<file path="config.mk">
export PLATFORM = sky130hd
export DESIGN_NAME = ckc_sqrt
export DESIGN_NICKNAME = d
export VERILOG_FILES = /design/src/design/ckc_pkg.sv /design/src/design/ckc_sqrt.sv
export SDC_FILE = /design/constraint.sdc
export NUM_CORES = 1
export LEC_CHECK = 0
export ABC_AREA = 1
export BUFFER_PORTS_ARGS = -buffer_cell sky130_fd_sc_hd__buf_2
export CAP_MARGIN = 20
export CORE_ASPECT_RATIO = 1.25
export CORE_UTILIZATION = 40
export DETAILED_ROUTE_END_ITERATION = 6
export GPL_ROUTABILITY_DRIVEN = 0
export PLACE_DENSITY = 0.65
export SLEW_MARGIN = 10
export SYNTH_ARGS = -nofsm -noshare
export SYNTH_HDL_FRONTEND = slang
export SYNTH_SLANG_ARGS = --single-unit
</file>
<file path="constraint.sdc">
create_clock -name clk -period 5.4 [get_ports clk]
set_input_delay 0.27 -clock clk [delete_from_list [all_inputs] [get_ports clk]]
set_output_delay 0.27 -clock clk [all_outputs]
set_load 0.01 [all_outputs]
</file>
<file path="src/design/ckc_pkg.sv">
// Package for the cubic klm coordinate block: widths, codes, stage records
// and small arithmetic helpers. No dependencies.
`default_nettype none

package ckc_pkg;

    localparam int COORD_BITS = 16;
    localparam int NORM_BITS  = 16;

    localparam int CW   = COORD_BITS;
    localparam int CXW  = CW + 4;                  // power basis terms
    localparam int PW   = 2 * CXW;                 // cross product halves
    localparam int DW   = PW + 1;                  // d1, d2, d3
    localparam int NW   = NORM_BITS;
    localparam int ZT_W = 38;
    localparam int DT_W = 32;
    localparam int CFG_W = 38;
    localparam int CFG_IDX_W = 2;
    localparam int ZCW  = (DW > ZT_W) ? DW : ZT_W;
    localparam int SW   = $clog2(DW + 1);
    localparam int DIS_W = 2 * NW + 3;
    localparam int DCMP_W = ((DIS_W > DT_W + 1) ? DIS_W : DT_W + 1) + 1;
    localparam int SQ_STAGES = (NW + 2) / 2;
    localparam int SQ_STEPS  = 2 * SQ_STAGES;
    localparam int SQ_W  = 2 * SQ_STEPS;
    localparam int SQS_W = $clog2(SQ_W);
    localparam int RW    = SQ_STEPS;
    localparam int INV_W = 16;
    localparam int RQ_W  = RW + INV_W;
    localparam int AW    = NW + 3;
    localparam int P2W   = 2 * AW;
    localparam int P3W   = 3 * AW;
    localparam int OW    = 60;
    localparam int IN_W     = 8 * CW;
    localparam int IN_TD_W  = ((IN_W + 7) / 8) * 8;
    localparam int OUT_DW   = 2 + 3 * OW;
    localparam int OUT_TD_W = ((OUT_DW + 7) / 8) * 8;
    localparam int TU_W     = 4;

    localparam logic [INV_W-1:0] INV_SQRT3 = 16'd37837;

    localparam logic [CFG_IDX_W-1:0] REG_ZERO_THR  = 2'd0;
    localparam logic [CFG_IDX_W-1:0] REG_DISCR_THR = 2'd1;

    typedef enum logic [2:0] {
        CLS_SERP     = 3'd0,
        CLS_LOOP     = 3'd1,
        CLS_CUSP_INF = 3'd2,
        CLS_QUAD     = 3'd3,
        CLS_DEGEN    = 3'd4
    } cls_t;

    typedef logic signed [CW-1:0]  crd_t;
    typedef logic signed [NW-1:0]  nrm_t;
    typedef logic signed [AW-1:0]  aw_t;
    typedef logic signed [P2W-1:0] p2_t;
    typedef logic signed [P3W-1:0] p3_t;
    typedef logic signed [OW-1:0]  ow_t;

    localparam ow_t QUAD_K [4] = '{ow_t'(0), ow_t'(1), ow_t'(2), ow_t'(3)};
    localparam ow_t QUAD_L [4] = '{ow_t'(0), ow_t'(0), ow_t'(1), ow_t'(3)};

    typedef struct packed {
        crd_t p3_y;
        crd_t p3_x;
        crd_t p2_y;
        crd_t p2_x;
        crd_t p1_y;
        crd_t p1_x;
        crd_t p0_y;
        crd_t p0_x;
    } ckc_points_t;

    typedef struct packed {
        cls_t cls;
        logic d1neg;
        logic d3neg;
        nrm_t n1;
        nrm_t n2;
        nrm_t n3;
        logic [SQ_W-1:0] rad;
    } ckc_cls_t;

    typedef struct packed {
        cls_t cls;
        logic d1neg;
        logic d3neg;
    } ckc_tag_t;

    typedef struct packed {
        logic [SQ_W-1:0] rem;
        logic [SQ_W-1:0] res;
    } ckc_root_t;

    typedef struct packed {
        cls_t cls;
        logic [3:0][OW-1:0] k;
        logic [3:0][OW-1:0] l;
        logic [3:0][OW-1:0] m;
    } ckc_res_t;

    // one step of the digit-by-digit square root
    function automatic ckc_root_t sqrt_step(input ckc_root_t x, input logic [SQS_W-1:0] sh);
        ckc_root_t y;
        logic [SQ_W-1:0] bitv;
        logic [SQ_W-1:0] trial;
        y = x;
        bitv = SQ_W'(1) << sh;
        trial = x.res + bitv;
        if (x.rem >= trial)
        begin
            y.rem = x.rem - trial;
            y.res = (x.res >> 1) + bitv;
        end
        else
        begin
            y.res = x.res >> 1;
        end
        return y;
    endfunction

    function automatic ow_t times3(input ow_t v);
        return (v <<< 1) + v;
    endfunction

    // power basis column to scaled Bezier values
    function automatic logic [3:0][OW-1:0] to_bezier(input ow_t f0, input ow_t f1,
                                                     input ow_t f2, input ow_t f3);
        logic [3:0][OW-1:0] o;
        o[0] = times3(f0);
        o[1] = times3(f0) + f1;
        o[2] = times3(f0) + (f1 <<< 1) + f2;
        o[3] = times3(f0 + f1 + f2 + f3);
        return o;
    endfunction

endpackage

`default_nettype wire

</file>
<file path="src/design/ckc_sqrt.sv">
// Pipelined floor square root of the discriminant magnitude, two result
// bits per stage; carries the class record alongside. Uses ckc_pkg.
`default_nettype none

module ckc_sqrt
    import ckc_pkg::*;
(
    input  wire logic           clk,
    input  wire logic           rst_n,
    input  wire logic           en,
    input  wire logic           in_valid,
    input  wire ckc_cls_t       in_cls,
    output logic                out_valid,
    output ckc_cls_t            out_cls,
    output logic [RW-1:0]       out_root
);

    logic [SQ_STAGES-1:0] vld_reg;
    ckc_root_t root_reg [SQ_STAGES];
    ckc_root_t root_next [SQ_STAGES];
    ckc_cls_t  info_reg [SQ_STAGES];

    always_ff @(posedge clk or negedge rst_n)
    begin
        if (!rst_n)
            vld_reg <= '0;
        else if (en)
            vld_reg <= {vld_reg[SQ_STAGES-2:0], in_valid};
    end

    always_comb
    begin
        ckc_root_t src;
        for (int g = 0; g < SQ_STAGES; g++)
        begin
            if (g == 0)
            begin
                src.rem = in_cls.rad;
                src.res = '0;
            end
            else
            begin
                src = root_reg[g-1];
            end
            root_next[g] = sqrt_step(sqrt_step(src, SQS_W'(SQ_W - 2 - 4 * g)),
                                     SQS_W'(SQ_W - 4 - 4 * g));
        end
    end

    always_ff @(posedge clk)
    begin
        if (en)
        begin
            info_reg[0] <= in_cls;
            for (int g = 0; g < SQ_STAGES; g++)
            begin
                root_reg[g] <= root_next[g];
            end
            for (int g = 1; g < SQ_STAGES; g++)
            begin
                info_reg[g] <= info_reg[g-1];
            end
        end
    end

    assign out_valid = vld_reg[SQ_STAGES-1];
    assign out_cls   = info_reg[SQ_STAGES-1];
    assign out_root  = root_reg[SQ_STAGES-1].res[RW-1:0];

endmodule

`default_nettype wire

</file>
Yosys cells after proc, flatten, opt, wreduce, memory -nomap -nowiden
Memory sizes are Yosys's and may differ from the RTL's.
Index checks and enable logic that the tools add are counted.
{"block": "totals", "reg_bits": 9, "latch_bits": 0, "ram_bits": 1449, "mem_bits_ro": 0, "input_bits": 93, "out_inout_bits": 108, "word_cells": 111, "mem_count": 2}
{"memory": "info_reg", "depth": 9, "width": 89, "read_ports": 9, "rd_ports_with_merged_regs": 0, "write_ports": 9, "line_no": "ckc_sqrt.sv:21", "rtl": "ckc_cls_t info_reg [SQ_STAGES];"}
{"memory": "root_reg", "depth": 9, "width": 72, "read_ports": 9, "rd_ports_with_merged_regs": 0, "write_ports": 9, "line_no": "ckc_sqrt.sv:19", "rtl": "ckc_root_t root_reg [SQ_STAGES];"}
{"block": "op_classes", "n_addsub": 52, "mul": 0, "div_mod_pow": 0, "magnitude_cmp": 18, "n_eq_ne": 0, "shift": 0, "muxes": 38, "bitwise_logic": 0, "reduce_logical": 0}
{"op": "2-to-1 mux 36 bit", "n": 35}
{"op": ">= comparator 36 bit", "n": 17}
{"op": "subtractor 36 bit", "n": 17}
{"op": "adder 35 x 1 -> 36 bit, second input constant", "n": 1}
{"op": "adder 35 x 11 -> 36 bit, second input constant", "n": 1}
{"op": "adder 35 x 13 -> 36 bit, second input constant", "n": 1}
{"op": "adder 35 x 15 -> 36 bit, second input constant", "n": 1}
{"op": "adder 35 x 17 -> 36 bit, second input constant", "n": 1}
{"op": "adder 35 x 19 -> 36 bit, second input constant", "n": 1}
{"op": "adder 35 x 21 -> 36 bit, second input constant", "n": 1}
{"op": "adder 35 x 23 -> 36 bit, second input constant", "n": 1}
{"op": "adder 35 x 25 -> 36 bit, second input constant", "n": 1}
{"op": "adder 35 x 27 -> 36 bit, second input constant", "n": 1}
{"op": "adder 35 x 29 -> 36 bit, second input constant", "n": 1}
{"op": "adder 35 x 3 -> 36 bit, second input constant", "n": 1}
{"op": "adder 35 x 31 -> 36 bit, second input constant", "n": 1}
{"op": "adder 35 x 33 -> 36 bit, second input constant", "n": 1}
{"op": "adder 35 x 5 -> 36 bit, second input constant", "n": 1}
{"op": "adder 35 x 7 -> 36 bit, second input constant", "n": 1}
{"op": "adder 35 x 9 -> 36 bit, second input constant", "n": 1}
{"op": "adder 36 x 1 -> 36 bit, second input constant", "n": 1}
{"op": "adder 36 x 11 -> 36 bit, second input constant", "n": 1}
{"op": "adder 36 x 13 -> 36 bit, second input constant", "n": 1}
{"op": "adder 36 x 15 -> 36 bit, second input constant", "n": 1}
{"op": "17 further kinds", "n": 18}

Depth between registers and ports, before layout
An unclocked memory read counts as a cell.
{"block": "depth", "ltp_word": 7, "mapped_depth": 30}

Worst setup path after synthesis
No wires, ideal clock.
{"block": "synth_timing", "path_kind": "register to register", "start": "memory root_reg[0][453] in the netlist's numbering", "end": "memory root_reg[0][562] in the netlist's numbering, data pin", "arrival_time_ns": 3.650, "path_slack_ns": 1.501, "path_stages_with_launch": 25, "path_buffers": 4, "period_less_slack_ns": 3.899, "path_cell_list": "edfxtp_1 -> inv_1 -> ha_1 -> a21oi_1 -> nand2_1 -> nor2_4 -> nand3_1 -> nor2_2 -> clkbuf_1 -> clkbuf_1 -> nand2_1 -> o21ai_0 -> ha_1 -> a21oi_1 -> o21a_1 -> inv_1 -> a21oi_1 -> nand3b_2 -> inv_2 -> nor2_2 -> nand3_2 -> buf_6 -> buf_6 -> nand2_1 -> inv_1"}
{"item": "start: declaration", "line_no": "ckc_sqrt.sv:19"}

==> impl_metrics.tcl <==
set metrics [dict create \
    routed_wl_um 111700 \
    synth_seq_area_share_pct 63.31 \
    numCtsBuffers 103 \
    synthesis.area_mm2 0.04945 \
    via_count 33650 \
    ys.warnings.count 0 \
    first_pass_iters 7 \
    timing.rr.start "root_reg[0][382]$_DFFE_PP_" \
    post-route-drc-count 0 \
    ys_top_cells_by_area "edfxtp_1 63%, nand2_1 8.9%, ha_1 4.9%" \
    finalCritPeriodShare_pct 88.21 \
    grt_start_max_net_pins 161 \
    clk_pin_slew_ns 0.06 \
    synthTopCellsByCount "1,179 x nand2_1, 1,035 x edfxtp_1, 549 x inv_1" \
    yosysTopAreaCell "edfxtp_1" \
    clockPowerShare_pct 27.5 \
    port_buffers 200 \
    ant_nets 0 \
    hold_path_class "input port to register" \
    multiInputGateArea_mm2 0.01560 \
    yosysUniqueCellTypes 57 \
    path_common_cell "nand2_1" \
    critical_path_class "register to register" \
    p_sw_w 0.008797 \
    fin_skew_ns 0.06359 \
    synth_ff_type "edfxtp_1" \
    finalNonFillerCells 6697 \
    grt_pass1_vias 33330 \
    setup_viol 0 \
    start_util_pct 40.52 \
    grt_first_pass_wirelength_um 173700 \
    tns_ns 0 \
    synth_top_area_share_pct 62.85 \
    status "completed" \
    cp-end-kind "register" \
    cp_slowest_cell "edfxtp_1" \
    slowest_delay_ns 0.53 \
    cts_max_path_buffers 3 \
    power_leakage_nw 23.19 \
    place_hpwl_um 83950 \
    die_h_um 395.1 \
    fin_crit_ns 4.763 \
    syn_avg_cell_area_um2 10.65 \
    yosysMostFrequentCell "nand2_1" \
    dieArea_mm2 0.1250 \
    holdWs_ns 0.1910 \
    clk_latency_ns 0.71 \
    fillers 11180 \
    synth-seq-cells 1044 \
    postSynthCellCount 4644 \
    synthArstFlopShare_pct 0.8621 \
    drive_above_1_share_pct 10.17 \
    tightest_slew_ns 1.048 \
    min_from "en" \
    clkSinkCount 1044 \
    die_w_um 316.5 \
    required_ns 5.86 \
    clock.fmax_mhz 209.9 \
    drtIter0Drc 2502 \
    p_seq_share_pct 41.9 \
    power.density_mw_per_mm2 449.6 \
    regArea_mm2 0.03131 \
    synth_edf_count 1035 \
    hold_violations 0 \
    hold_depth 3 \
    p_int_w 0.01667 \
    core_mm2 0.1220 \
    grt_overflow 0 \
    max_slew_margin_pct 29.53 \
    start_kind "register" \
    syn_nets 4932 \
    reg2reg_depth 25 \
    final_util_pct 46.42 \
    critPathArrivalTime_ns 5.22 \
    post-cts-setup-buffers 0 \
    r2r_slack_ns 0.64 \
    r2r-end "root_reg[0][503]$_DFFE_PP_" \
    dp.cells 6416 \
    swShare_pct 34.55 \
    num_rows 143 \
    cp.buffers_inverters 5 \
    report.final.slew_viol_count 0 \
    crit_family "simple AND/OR/NAND/NOR gates" \
    largest_reg_flops 801 \
    min_to "vld_reg[4]$_DFFE_PN0P_" \
    rsz0062_at_grt "false" \
    grt.total_usage_pct 17.79 \
    root_buffer "clkbuf_16" \
    wire_per_inst_um 16.68 \
    p_comb_share_pct 30.6 \
    worstPathMaxFanout 22 \
    drv_cap 0 \
    diodes 0 \
    antenna_found_initial 0 \
    cts_tree "done" \
    io_pins 201 \
    avgViaCountPerCell 5.025 \
    cts_htree_levels 3 \
    ir_worst_vdd_v 0.0002941 \
    nets 5306 \
    syn2layout_area_growth_pct 14.55 \
]
worst max path at each step:
stage,from,to,slack [ns],cells after the start
global route,root_reg[0][383]$_DFFE_PP_,root_reg[0][483]$_DFFE_PP_,0.29,23
CTS,root_reg[0][380]$_DFFE_PP_,root_reg[0][499]$_DFFE_PP_,0.79,23
global placement,root_reg[0][380]$_DFFE_PP_,root_reg[0][499]$_DFFE_PP_,0.81,23
finish,root_reg[0][382]$_DFFE_PP_,root_reg[0][503]$_DFFE_PP_,0.64,25
detailed placement,root_reg[0][380]$_DFFE_PP_,root_reg[0][503]$_DFFE_PP_,0.82,25
floorplan,root_reg[0][453]$_DFFE_PP_,root_reg[0][562]$_DFFE_PP_,1.50,24
repair_timing:
action	4_1_cts	5_1_grt
endpoints found under the hold margin	101	0
hold buffers	92	0
resized for setup	0	0
setup endpoints to repair	0	0
power by group through the flow:
| stage | Clock, W | Sequential (W) | Combinational [W] |
|---|---|---|---|
| detailed placement | 0 | 0.0108 | 0.00762 |
| finish | 0.00700 | 0.0107 | 0.00780 |
| floorplan | 0 | 0.0106 | 0.00575 |
| global route | 0.00753 | 0.0107 | 0.00881 |
| global placement | 0 | 0.0108 | 0.00754 |
| CTS | 0.00724 | 0.0107 | 0.00771 |
cell type report:
type,instances,area share [%]
inverter,566,3.751
tap,1595,3.523
timing repair buffer,331,4.038
sequential,1044,55.27
clock inverter,74,1.241
multi-input combinational,2972,27.55
clock buffer,115,4.630
placed cells by master (no fill, tap or decap), drive strengths merged:
| cell | Yosys | final |
|---|---|---|
| nand2 | 1207 | 1207 |
| edfxtp | 1035 | 1035 |
| inv | 563 | 572 |
| nor2 | 443 | 443 |
| nand3 | 301 | 301 |
| buf | 49 | 239 |
| o21ai | 201 | 201 |
| a21oi | 200 | 200 |
| ha | 195 | 195 |
| clkbuf | 13 | 115 |
| dlygate4sd3 | 0 | 92 |
| nand4 | 87 | 87 |
| xor2 | 84 | 84 |
| xnor2 | 61 | 61 |
| nor3 | 57 | 57 |
| clkinv | 3 | 51 |
| nor4 | 24 | 24 |
| or2 | 19 | 19 |
| nand3b | 18 | 18 |
| o21bai | 15 | 15 |
| o21a | 9 | 9 |
| bufinv | 0 | 9 |
| dfrtp | 9 | 9 |
| a21o | 8 | 8 |
| clkinvlp | 0 | 8 |
| a31oi | 8 | 8 |
| o211ai | 7 | 7 |
| and3 | 6 | 6 |
| and2 | 5 | 5 |
| nor3b | 4 | 4 |
| a21boi | 3 | 3 |
| mux2 | 2 | 2 |
| a22oi | 2 | 2 |
| a211oi | 2 | 2 |
| o31ai | 1 | 1 |
| or3 | 1 | 1 |
| a31o | 1 | 1 |
| a221oi | 1 | 1 |
cells by family after synthesis:
| kind of cell | share of synthesized area [%] |
|---|---|
| compound gates | 5.061 |
| xor+xnor | 2.568 |
| fa+ha+maj | 4.934 |
| buf+inv | 5.159 |
| flops | 63.31 |
| mux | 0.04554 |
| simple gates | 18.92 |
per-stage QoR:
step / power [W] / setup slack [ns] / instance area [um^2]
6_report: 0.02547 / 0.6367 / 56640
5_1_grt: 0.02709 / 0.2867 / 56640
4_1_cts: 0.02560 / 0.7935 / 56640
3_5_place_dp: 0.01844 / 0.8242 / 52400
3_3_place_gp: 0.01834 / 0.8143 / 52400
2_1_floorplan: 0.01632 / 1.501 / 49450
worst register-to-register path: cells and delay by family (launching register included):
| family | cells | cell delay (ns) |
|---|---|---|
| and+or+nand+nor | 13 | 1.60 |
| AOI/OAI and AO/OA | 5 | 1.11 |
| adders and majority gates | 2 | 0.76 |
| DFF | 1 | 0.53 |
| buffers and inverters | 5 | 0.52 |
per-layer routing:
metal | GRT usage (%) | routed length, um | vias up
met2 | 31.48 | 55260 | 1026
met1 | 19.70 | 43800 | 15640
li1 | - | - | 16590
met5 | 0 | 0 | -
met3 | 2.590 | 5016 | 388
met4 | 11.74 | 7625 | 0
Power figures use the tool's default switching activity.
