$ cat config.mk
export PLATFORM = sky130hd
export DESIGN_NAME = ckc_serial
export DESIGN_NICKNAME = d
export VERILOG_FILES = /design/src/design/ckc_pkg.sv /design/src/design/ckc_serial.sv
export SDC_FILE = /design/constraint.sdc
export NUM_CORES = 1
export LEC_CHECK = 0
export BUFFER_PORTS_ARGS = -buffer_cell sky130_fd_sc_hd__buf_2
export CAP_MARGIN = 40
export CELL_PAD_IN_SITES_DETAIL_PLACEMENT = 0
export CELL_PAD_IN_SITES_GLOBAL_PLACEMENT = 1
export CORE_AREA = 5 5 349 351
export CTS_CLUSTER_SIZE = 10
export DETAILED_ROUTE_END_ITERATION = 10
export DIE_AREA = 0 0 354 356
export GPL_TIMING_DRIVEN = 0
export PLACE_DENSITY = 0.57
export RECOVER_POWER = 25
export SYNTH_ARGS = -nofsm -noshare
export SYNTH_HDL_FRONTEND = slang
export SYNTH_SLANG_ARGS = --single-unit
$ cat constraint.sdc
create_clock -name clk -period 16.68 [get_ports clk]
set_clock_uncertainty 0.05 [all_clocks]
set_input_delay 3.336 -clock clk [delete_from_list [all_inputs] [get_ports clk]]
set_output_delay 3.336 -clock clk [all_outputs]
set_load 0.02 [all_outputs]
$ cat src/design/ckc_pkg.sv
// Package for the cubic klm coordinate block: widths, codes, stage records
// and small arithmetic helpers. No dependencies.
`default_nettype none

package ckc_pkg;

    localparam int COORD_BITS = 16;
    localparam int NORM_BITS  = 16;

    localparam int CW   = COORD_BITS;
    localparam int CXW  = CW + 4;                  // power basis terms
    localparam int PW   = 2 * CXW;                 // cross product halves
    localparam int DW   = PW + 1;                  // d1, d2, d3
    localparam int NW   = NORM_BITS;
    localparam int ZT_W = 38;
    localparam int DT_W = 32;
    localparam int CFG_W = 38;
    localparam int CFG_IDX_W = 2;
    localparam int ZCW  = (DW > ZT_W) ? DW : ZT_W;
    localparam int SW   = $clog2(DW + 1);
    localparam int DIS_W = 2 * NW + 3;
    localparam int DCMP_W = ((DIS_W > DT_W + 1) ? DIS_W : DT_W + 1) + 1;
    localparam int SQ_STAGES = (NW + 2) / 2;
    localparam int SQ_STEPS  = 2 * SQ_STAGES;
    localparam int SQ_W  = 2 * SQ_STEPS;
    localparam int SQS_W = $clog2(SQ_W);
    localparam int RW    = SQ_STEPS;
    localparam int INV_W = 16;
    localparam int RQ_W  = RW + INV_W;
    localparam int AW    = NW + 3;
    localparam int P2W   = 2 * AW;
    localparam int P3W   = 3 * AW;
    localparam int OW    = 60;
    localparam int IN_W     = 8 * CW;
    localparam int IN_TD_W  = ((IN_W + 7) / 8) * 8;
    localparam int OUT_DW   = 2 + 3 * OW;
    localparam int OUT_TD_W = ((OUT_DW + 7) / 8) * 8;
    localparam int TU_W     = 4;

    localparam logic [INV_W-1:0] INV_SQRT3 = 16'd37837;

    localparam logic [CFG_IDX_W-1:0] REG_ZERO_THR  = 2'd0;
    localparam logic [CFG_IDX_W-1:0] REG_DISCR_THR = 2'd1;

    typedef enum logic [2:0] {
        CLS_SERP     = 3'd0,
        CLS_LOOP     = 3'd1,
        CLS_CUSP_INF = 3'd2,
        CLS_QUAD     = 3'd3,
        CLS_DEGEN    = 3'd4
    } cls_t;

    typedef logic signed [CW-1:0]  crd_t;
    typedef logic signed [NW-1:0]  nrm_t;
    typedef logic signed [AW-1:0]  aw_t;
    typedef logic signed [P2W-1:0] p2_t;
    typedef logic signed [P3W-1:0] p3_t;
    typedef logic signed [OW-1:0]  ow_t;

    localparam ow_t QUAD_K [4] = '{ow_t'(0), ow_t'(1), ow_t'(2), ow_t'(3)};
    localparam ow_t QUAD_L [4] = '{ow_t'(0), ow_t'(0), ow_t'(1), ow_t'(3)};

    typedef struct packed {
        crd_t p3_y;
        crd_t p3_x;
        crd_t p2_y;
        crd_t p2_x;
        crd_t p1_y;
        crd_t p1_x;
        crd_t p0_y;
        crd_t p0_x;
    } ckc_points_t;

    typedef struct packed {
        cls_t cls;
        logic d1neg;
        logic d3neg;
        nrm_t n1;
        nrm_t n2;
        nrm_t n3;
        logic [SQ_W-1:0] rad;
    } ckc_cls_t;

    typedef struct packed {
        cls_t cls;
        logic d1neg;
        logic d3neg;
    } ckc_tag_t;

    typedef struct packed {
        logic [SQ_W-1:0] rem;
        logic [SQ_W-1:0] res;
    } ckc_root_t;

    typedef struct packed {
        cls_t cls;
        logic [3:0][OW-1:0] k;
        logic [3:0][OW-1:0] l;
        logic [3:0][OW-1:0] m;
    } ckc_res_t;

    // one step of the digit-by-digit square root
    function automatic ckc_root_t sqrt_step(input ckc_root_t x, input logic [SQS_W-1:0] sh);
        ckc_root_t y;
        logic [SQ_W-1:0] bitv;
        logic [SQ_W-1:0] trial;
        y = x;
        bitv = SQ_W'(1) << sh;
        trial = x.res + bitv;
        if (x.rem >= trial)
        begin
            y.rem = x.rem - trial;
            y.res = (x.res >> 1) + bitv;
        end
        else
        begin
            y.res = x.res >> 1;
        end
        return y;
    endfunction

    function automatic ow_t times3(input ow_t v);
        return (v <<< 1) + v;
    endfunction

    // power basis column to scaled Bezier values
    function automatic logic [3:0][OW-1:0] to_bezier(input ow_t f0, input ow_t f1,
                                                     input ow_t f2, input ow_t f3);
        logic [3:0][OW-1:0] o;
        o[0] = times3(f0);
        o[1] = times3(f0) + f1;
        o[2] = times3(f0) + (f1 <<< 1) + f2;
        o[3] = times3(f0 + f1 + f2 + f3);
        return o;
    endfunction

endpackage

`default_nettype wire

$ cat src/design/ckc_serial.sv
// Output stage: holds one curve record and sends its items one vertex per
// cycle while out_ready is high, a single item for a degenerate curve. Uses ckc_pkg.
`default_nettype none

module ckc_serial
    import ckc_pkg::*;
(
    input  wire logic            clk,
    input  wire logic            rst_n,
    input  wire logic            in_valid,
    input  wire ckc_res_t        in_res,
    input  wire logic            out_ready,
    output logic                 take,
    output logic                 out_valid,
    output logic [1:0]           vertex_index,
    output logic [OW-1:0]        k_coord,
    output logic [OW-1:0]        l_coord,
    output logic [OW-1:0]        m_coord,
    output cls_t                 curve_class,
    output logic                 coords_valid,
    output logic                 last_of_curve
);

    logic       hold_reg, hold_next;
    logic [1:0] beat_reg, beat_next;
    ckc_res_t   rec_reg;
    logic       last_beat;

    assign last_beat = (rec_reg.cls == CLS_DEGEN) || (beat_reg == 2'd3);
    assign take      = !hold_reg || (out_ready && last_beat);

    always_comb
    begin
        hold_next = hold_reg;
        beat_next = beat_reg;
        if (take)
        begin
            hold_next = in_valid;
            beat_next = '0;
        end
        else if (out_ready)
        begin
            beat_next = beat_reg + 2'd1;
        end
    end

    always_ff @(posedge clk or negedge rst_n)
    begin
        if (!rst_n)
        begin
            hold_reg <= 1'b0;
            beat_reg <= '0;
        end
        else
        begin
            hold_reg <= hold_next;
            beat_reg <= beat_next;
        end
    end

    always_ff @(posedge clk)
    begin
        if (take && in_valid)
            rec_reg <= in_res;
    end

    assign out_valid     = hold_reg;
    assign vertex_index  = beat_reg;
    assign k_coord       = rec_reg.k[beat_reg];
    assign l_coord       = rec_reg.l[beat_reg];
    assign m_coord       = rec_reg.m[beat_reg];
    assign curve_class   = rec_reg.cls;
    assign coords_valid  = (rec_reg.cls != CLS_DEGEN);
    assign last_of_curve = last_beat;

endmodule

`default_nettype wire

Yosys cells after proc, flatten, opt, wreduce, memory -nomap -nowiden. Cells that the tools add are included.

Output and inout bits: 189. Bits of input ports: 727. Word-level logic and storage cells: 34. Register bits after elaboration: 726.

Eq/ne operators: 3. Order comparisons: 1. $add $sub $neg: 1. Reduce and logical (&&, ||, !) cells: 6. Mux-type cells: 8.

Operators by type and width (number): $bmux W60 S2 (3); $mux W60 (3); $mux W2 (2); $eq A3 B3 Y1 const B (1); $lt A2 B3 Y1 const B (1); $ne A3 B3 Y1 const B (1); $add A2 B1 Y2 const B (1); $eq A2 B2 Y1 const B (1); $logic_and A1 B1 Y1 (2); $logic_or A1 B1 Y1 (2); $reduce_bool A2 Y1 (1); $logic_not A1 Y1 (1).

Longest topological paths before layout. Gate-level depths: netlist of run 1.

Depth after elaboration: 5. Gate-level depth with buffers: 5. Mapped depth without buffers: 3.

Least setup slack after synthesis of run 1. No wires, ideal clock.

Path type: input-to-reg. From: input out_ready. To: register rec_reg (netlist bit curve_class[0]), enable pin. Cell stages on the path: 2. Path buffers: 0. Path slack: -4.048 ns. Data required time: 15.470 ns. Arrival: 19.518 ns. Setup time: 1.160 ns. Cell sequence: and4bb_2 > o21a_1.

Longest elaborated chain between the ends: 3.

Ends and longest elaborated chain: start: declaration (line ckc_serial.sv:12) `input wire logic out_ready,`; $logic_and A1 B1 Y1 (line ckc_serial.sv:30) `assign take = !hold_reg || (out_ready && last_beat);`; $logic_or A1 B1 Y1 (line ckc_serial.sv:30); $logic_and A1 B1 Y1 (line ckc_serial.sv:63) `if (take && in_valid)`; end signal: assignment (line ckc_serial.sv:64) `rec_reg <= in_res;`; end: declaration (line ckc_serial.sv:26) `ckc_res_t rec_reg;`.

Every way passes these cells. A chain may end at the register's enable or synchronous reset.

Worst setup path in the final report of run 1.
From: input out_ready. To: output take.

Longest elaborated chain between the ends: 2.

Ends and longest elaborated chain: $logic_and A1 B1 Y1 (line ckc_serial.sv:30); $logic_or A1 B1 Y1 (line ckc_serial.sv:30); end: declaration (line ckc_serial.sv:13) `output logic take,`.

Every way passes these cells.

==> results of run 1 <==
[routing by layer]
layer,vias to the layer above,routed length (µm)
met5,-,162
met4,26,2490
met3,147,8220
met2,694,44600
met1,7398,32600
li1,6250,-
[power by group through the flow]
stage               clock, mW  sequential [mW]  combinational, mW
detailed placement          0             2.34               1.89
CTS                      1.72             2.31               1.89
global placement            0             2.47               1.85
finish                   1.66             2.30               1.81
global route             1.79             2.32               1.93
floorplan                   0             2.42               1.06
[cell families after synthesis]
kind of cell               count (synthesis)  share of synthesized area, %
AOI/OAI and AO/OA                          4                         0.124
xor gates and xnor gates                   1                        0.0334
and+or+nand+nor                            6                         0.138
adders and majority gates                  1                        0.0477
buffers and inverters                     43                          1.07
DFF                                      726                          83.1
muxes                                    181                          15.5
[worst max-delay path, delay by kind of cell]
kind / cells / cell delay (ns)
AND/OR/NAND/NOR: 2 / 0.57
buffers and inverters: 2 / 0.31
[cell type report]
cell class                 instances  share of cell area [%]
multi-input combinational        193                    11.7
buffer                            43                   0.793
tap                             1548                    5.46
sequential                       726                    61.4
clock buffer                     101                    6.22
antenna                           20                   0.141
timing repair buffer             928                    13.8
clock inverter                    13                   0.490
[stage by stage]
stage	power, mW	hold slack [ns]	instance area [µm²]	utilization, %
floorplan	3.48	0.673	26200	-
global placement	4.32	0.617	32700	27.6
detailed placement	4.23	0.653	33100	27.9
CTS	5.92	0.655	35500	29.9
global route	6.04	0.685	35500	29.9
finish	5.78	0.647	35500	29.9
[cells in the final DEF, fill, tap and decap left out]
cell and instances:
mux2i_1 1, inv_6 2, buf_16 9, dfrtp_1 3
inv_16 3, buf_4 3, buf_2 927, buf_12 3
or2_2 1, nor2_1 1, mux4_2 180, clkinv_2 1
buf_8 1, clkbuf_1 25, bufinv_16 2, ha_1 1
edfxtp_1 723, clkbuf_16 86, a21o_1 1, clkinv_1 4
o21bai_1 1, diode_2 20, buf_1 7, xnor2_1 1
buf_6 11, and4bb_2 1, clkinv_8 1, o21a_4 1
a21bo_2 1, nor3_1 2, nand2_1 1
[final timing paths]
path / depth (start not counted) / to / startpoint
max: 4 / take / out_ready
min: 2 / vertex_index[1] / out_valid
max reg2reg: 9 / rec_reg[20] / vertex_index[1]
min reg2reg: 2 / vertex_index[1] / out_valid
max in group asynchronous: 1 / out_valid / rst_n
min in group asynchronous: 1 / vertex_index[1] / rst_n
==> impl_metrics.ini, run 1 <==
[sta]
max_slew_margin_pct = 47.2
slew_violations = 0
finalSetupViolations = 0
setup_slack_ns = 9.07
setup_tns_ns = 0
period_minus_slack_ns = 7.61
min_period_over_period_pct = 45.6
timing.fmax_ghz = 0.131
worst_pin_slew_ns = 0.793
rsz0062_at_grt = false
hold_violations = 0

[drt]
drc = 0
drtIter0Drc = 1319
via_count = 14515
ant_nets = 0
wl_per_cell_um = 24.7
routed_wirelength_um = 88100
via_per_inst = 4.06
dr.pass1.iters = 5

[place]
placed_cells = 3438
dp_hpwl_um = 69700
gp_congestion = 0.830
io_buffers = 915
pre_cts_ws_ns = 9.07

[floorplanning]
io_pins = 916
initial_utilization_pct = 22.1
die_area_mm2 = 0.126
fp-row-count = 127
die_w_um = 354
die_h_um = 356
core_area_mm2 = 0.119

[cells_and_area]
area_growth_pct = 35.4
fillers = 11706
drive_above_1_share_pct = 61.5
seqCellArea_mm2 = 0.0218
fin_cells = 3572
largest_reg_flops = 720
multi_input_area_mm2 = 0.00416
final_nets = 2705

[synth]
syn_nets = 1690
ys_top_cells_by_area = edfxtp_1 (83%), mux4_2 (15%), buf_6 (0.47%), buf_2 (0.38%), dfrtp_1 (0.29%)
synth_top_area_share_pct = 82.8
yosys_register_bits = 726
synth-main-ff-cell = edfxtp_1
syn_inst = 962
synth_most_common_cell = edfxtp_1
syn_avg_cell_area_um2 = 27.3
yosys-top-cells-count = edfxtp_1 (723), mux4_2 (180), buf_2 (20)
synth-edff-count = 723
syn_area_mm2 = 0.0262
yosys.area.top_type = edfxtp_1
yosysUniqueCellTypes = 20
ys_warn_count = 0
synth-seq-area-share_pct = 83.1
async_reset_ff_share_pct = 0.413

[global_route]
grt_use_total_pct = 13.4
use_met3_pct = 5.14
use_met2_pct = 23.1
grt_pass1_vias = 16105
use_met1_pct = 15.3
grt_pass1_wl_um = 119000
grt-busiest-layer = met2
grt_max_degree = 71
antenna_found_initial = 39
overflow = 0

[setup_path]
start_kind = input port
cpMostUsedCell = buf_2
cp.required_ns = 13.29
regToRegSetupSlack_ns = 12.67
cp-end-kind = output port
slowest_stage = or2_2
crit_fanout = 5
crit_type = in2out
max_stage_delay_ns = 0.29
crit_arrival_ns = 4.22
path_cells = buf_2 > and4bb_2 > or2_2 > buf_2

[cts]
cts_setup_buffers = 0
tritoncts = built
root_buffer = clkbuf_16
path_clk_slew_ns = 0.05
cts_inserted_buffers = 85
clock_sinks = 726
clk_path_buf_depth = 3
htreeDepth = 3
ctsHoldBuffers = 0
insertion_delay_ns = 0.64
post_cts_resized = 0

[power]
power_frac_comb_pct = 31.4
netSwitchingPower_mw = 1.88
p_per_area_mw_per_mm2 = 163
irDropWorstVdd_uv = 80.5
p_leak_nw = 12.8
power.internal_mw = 3.90
clkPwrFrac_pct = 28.7
p_seq_share_pct = 39.9
switching_share_pct = 32.5

[run_status]
outcome = complete, no violations

[flow_run]
maxCapViolCount = 0

[hold_path]
hold_path_class = reg2reg
(Power assumes the default switching activity.)
==> run 2: changes to the inputs <==
--- a/config.mk
+++ b/config.mk
@@ -5,16 +5,17 @@
 export SDC_FILE = /design/constraint.sdc
 export NUM_CORES = 1
 export LEC_CHECK = 0
+export ABC_AREA = 1
 export BUFFER_PORTS_ARGS = -buffer_cell sky130_fd_sc_hd__buf_2
 export CAP_MARGIN = 40
 export CELL_PAD_IN_SITES_DETAIL_PLACEMENT = 0
 export CELL_PAD_IN_SITES_GLOBAL_PLACEMENT = 1
-export CORE_AREA = 5 5 349 351
+export CORE_AREA = 5 5 354 356
 export CTS_CLUSTER_SIZE = 10
 export DETAILED_ROUTE_END_ITERATION = 10
-export DIE_AREA = 0 0 354 356
+export DIE_AREA = 0 0 359 361
 export GPL_TIMING_DRIVEN = 0
-export PLACE_DENSITY = 0.57
+export PLACE_DENSITY = 0.59
 export RECOVER_POWER = 25
 export SYNTH_ARGS = -nofsm -noshare
 export SYNTH_HDL_FRONTEND = slang
==> constraint.sdc (replaced) <==
create_clock -name clk -period 6.17 [get_ports clk]
set_clock_uncertainty 0.05 [all_clocks]
set_input_delay 1.234 -clock clk [delete_from_list [all_inputs] [get_ports clk]]
set_output_delay 1.234 -clock clk [all_outputs]
set_load 0.02 [all_outputs]
==> impl_metrics.ini, run 2 <==
[run_status]
outcome = complete, no violations

[sta]
timing.fmax_ghz = 0.226
hold_violations = 0
finalSetupViolations = 0
slew_violations = 0
worst_pin_slew_ns = 0.846
period_minus_slack_ns = 4.42
min_period_over_period_pct = 71.6
rsz0062_at_grt = false
setup_tns_ns = 0
max_slew_margin_pct = 43.6

[cts]
post_cts_resized = 0
insertion_delay_ns = 0.62
cts_setup_buffers = 0
htreeDepth = 3
ctsHoldBuffers = 0
clock_sinks = 726
path_clk_slew_ns = 0.05
root_buffer = clkbuf_16
cts_inserted_buffers = 86
clk_path_buf_depth = 3
tritoncts = built

[synth]
syn_inst = 1764
syn_avg_cell_area_um2 = 15.3
synth_top_area_share_pct = 80.7
synth-edff-count = 723
ys_top_cells_by_area = edfxtp_1 (81%), nor2_1 (5.1%), o21ai_0 (4.5%), o22ai_1 (4.2%), o21ai_1 (2.2%)
synth-seq-area-share_pct = 81.0
ys_warn_count = 0
synth_most_common_cell = edfxtp_1
syn_nets = 2492
yosys_register_bits = 726
yosysUniqueCellTypes = 18
syn_area_mm2 = 0.0269
yosys-top-cells-count = edfxtp_1 (723), nor2_1 (364), o21ai_0 (240)
async_reset_ff_share_pct = 0.413
synth-main-ff-cell = edfxtp_1
yosys.area.top_type = edfxtp_1

[setup_path]
r2r_start = curve_class[1]
crit_arrival_ns = 3.13
regToRegSetupSlack_ns = 2.71
r2r_end = rec_reg[211]
cp.required_ns = 4.89
crit_end = l_coord[0]
crit_type = reg2out
crit_fanout = 10
crit_start = vertex_index[1]
start_kind = flip-flop
cp-end-kind = output port
ff2ff_path_depth = 13

[drt]
dr.pass1.iters = 5
via_per_inst = 4.30
wl_per_cell_um = 24.3
drtIter0Drc = 1491
drc = 0
via_count = 19387
routed_wirelength_um = 110000
ant_nets = 0

[cells_and_area]
final_core_util_pct = 30.4
finalInstanceArea_mm2 = 0.0369
drive_above_1_share_pct = 39.9
final_cell_mix = buf_2 (941), edfxtp_1 (723), nor2_1 (364), o21ai_0 (240), o22ai_1 (180)
area_growth_pct = 37.0
final_common_cell = buf_2
final_nets = 3528
largest_reg_flops = 720

[global_route]
antenna_found_initial = 82
grt_max_degree = 29
grt_pass1_wl_um = 148000
overflow = 0
grt_pass1_vias = 19848
grt_use_total_pct = 16.0

[floorplanning]
die_area_mm2 = 0.130
core_area_mm2 = 0.121
fp-row-count = 128
initial_utilization_pct = 22.2
die_w_um = 359
io_pins = 916
die_h_um = 361

[power]
power.internal_mw = 10.4
power_frac_comb_pct = 37.8
p_leak_nw = 13.6
netSwitchingPower_mw = 6.72
p_seq_share_pct = 35.8
clkPwrFrac_pct = 26.4
switching_share_pct = 39.2
p_per_area_mw_per_mm2 = 464
irDropWorstVdd_uv = 226
p_total_mw = 17.1

[place]
place_area_mm2 = 0.0343
dp_hpwl_um = 85600
gp_congestion = 0.820
io_buffers = 915

[hold_path]
hold_path_class = in2async

[flow_run]
maxCapViolCount = 0
[run 2: cell types whose count changed after synthesis, moves of 9 or more]
cell / delta
mux4_2: -180
clkbuf_1: +39
buf_4: +16
nor2_1: +363
o22ai_1: +180
buf_6: +14
o21ai_1: +120
o21ai_0: +240
clkbuf_2: +9
[run 2: power groups by stage]
stage               sequential, mW  combinational, mW  clock (mW)
finish                        6.12               6.47        4.52
global route                  6.16               6.92        4.85
CTS                           6.13               6.68        4.67
detailed placement            6.22               6.67           0
global placement              6.63               6.48           0
floorplan                     6.46               3.40           0
[run 2: cells by family (layout without fill, tap and decap cells)]
family	after synthesis	count (layout)	share of synthesized area, %
AO/OA/AOI/OAI	542	542	10.9
XOR/XNOR	1	1	0.0326
adder cells (fa/ha/maj)	1	1	0.0465
buffers and inverters	125	1194	2.91
flip-flops	726	726	81.0
other	0	51	0
AND/OR/NAND/NOR	369	369	5.15
[run 2: cell type report]
| class | count | area [µm²] |
|---|---|---|
| inverter | 4 | 22.5 |
| clock buffer | 103 | 2220 |
| timing repair buffer | 948 | 5370 |
| sequential | 726 | 21800 |
| fill | 12520 | 84500 |
| tap | 1625 | 2030 |
| buffer | 121 | 759 |
| antenna | 51 | 128 |
| multi-input combinational | 913 | 4370 |
| clock inverter | 18 | 174 |
[run 2: worst max-delay path: stages (launching register included)]
cell and delay, ns:
dfrtp_1 0.39, buf_4 0.23, inv_4 0.27, clkbuf_1 0.57, o21ai_1 0.15, o22ai_1 0.46, buf_2 0.37
[run 2: how the worst min path moves through the flow]
stage	endpoint	slack [ns]	depth (start not counted)
floorplan	vertex_index[1]	0.72	3
global placement	out_valid	0.56	2
detailed placement	out_valid	0.57	2
CTS	out_valid	0.28	1
global route	out_valid	0.32	1
finish	out_valid	0.36	1
[run 2: stage by stage]
step           setup slack (ns)  hold WS, ns  cells
6_report                   1.75        0.361   4509
5_1_grt                    1.53        0.320   4483
4_1_cts                    1.49        0.280   4458
3_5_place_dp               2.08        0.568   4337
3_3_place_gp             -12.87        0.558   4304
2_1_floorplan             -7.43        0.724   1764
[run 2: metal layers]
metal / part of all wire (%) / track usage (%) / routed length, µm / vias up
met2: 50 / 28.1 / 55200 / 831
li1: - / - / - / 8853
met1: 38 / 18.3 / 41200 / 9438
met3: 8.5 / 5.19 / 9350 / 211
met4: 3.1 / 5.57 / 3380 / 54
met5: 0.31 / 0 / 339 / -
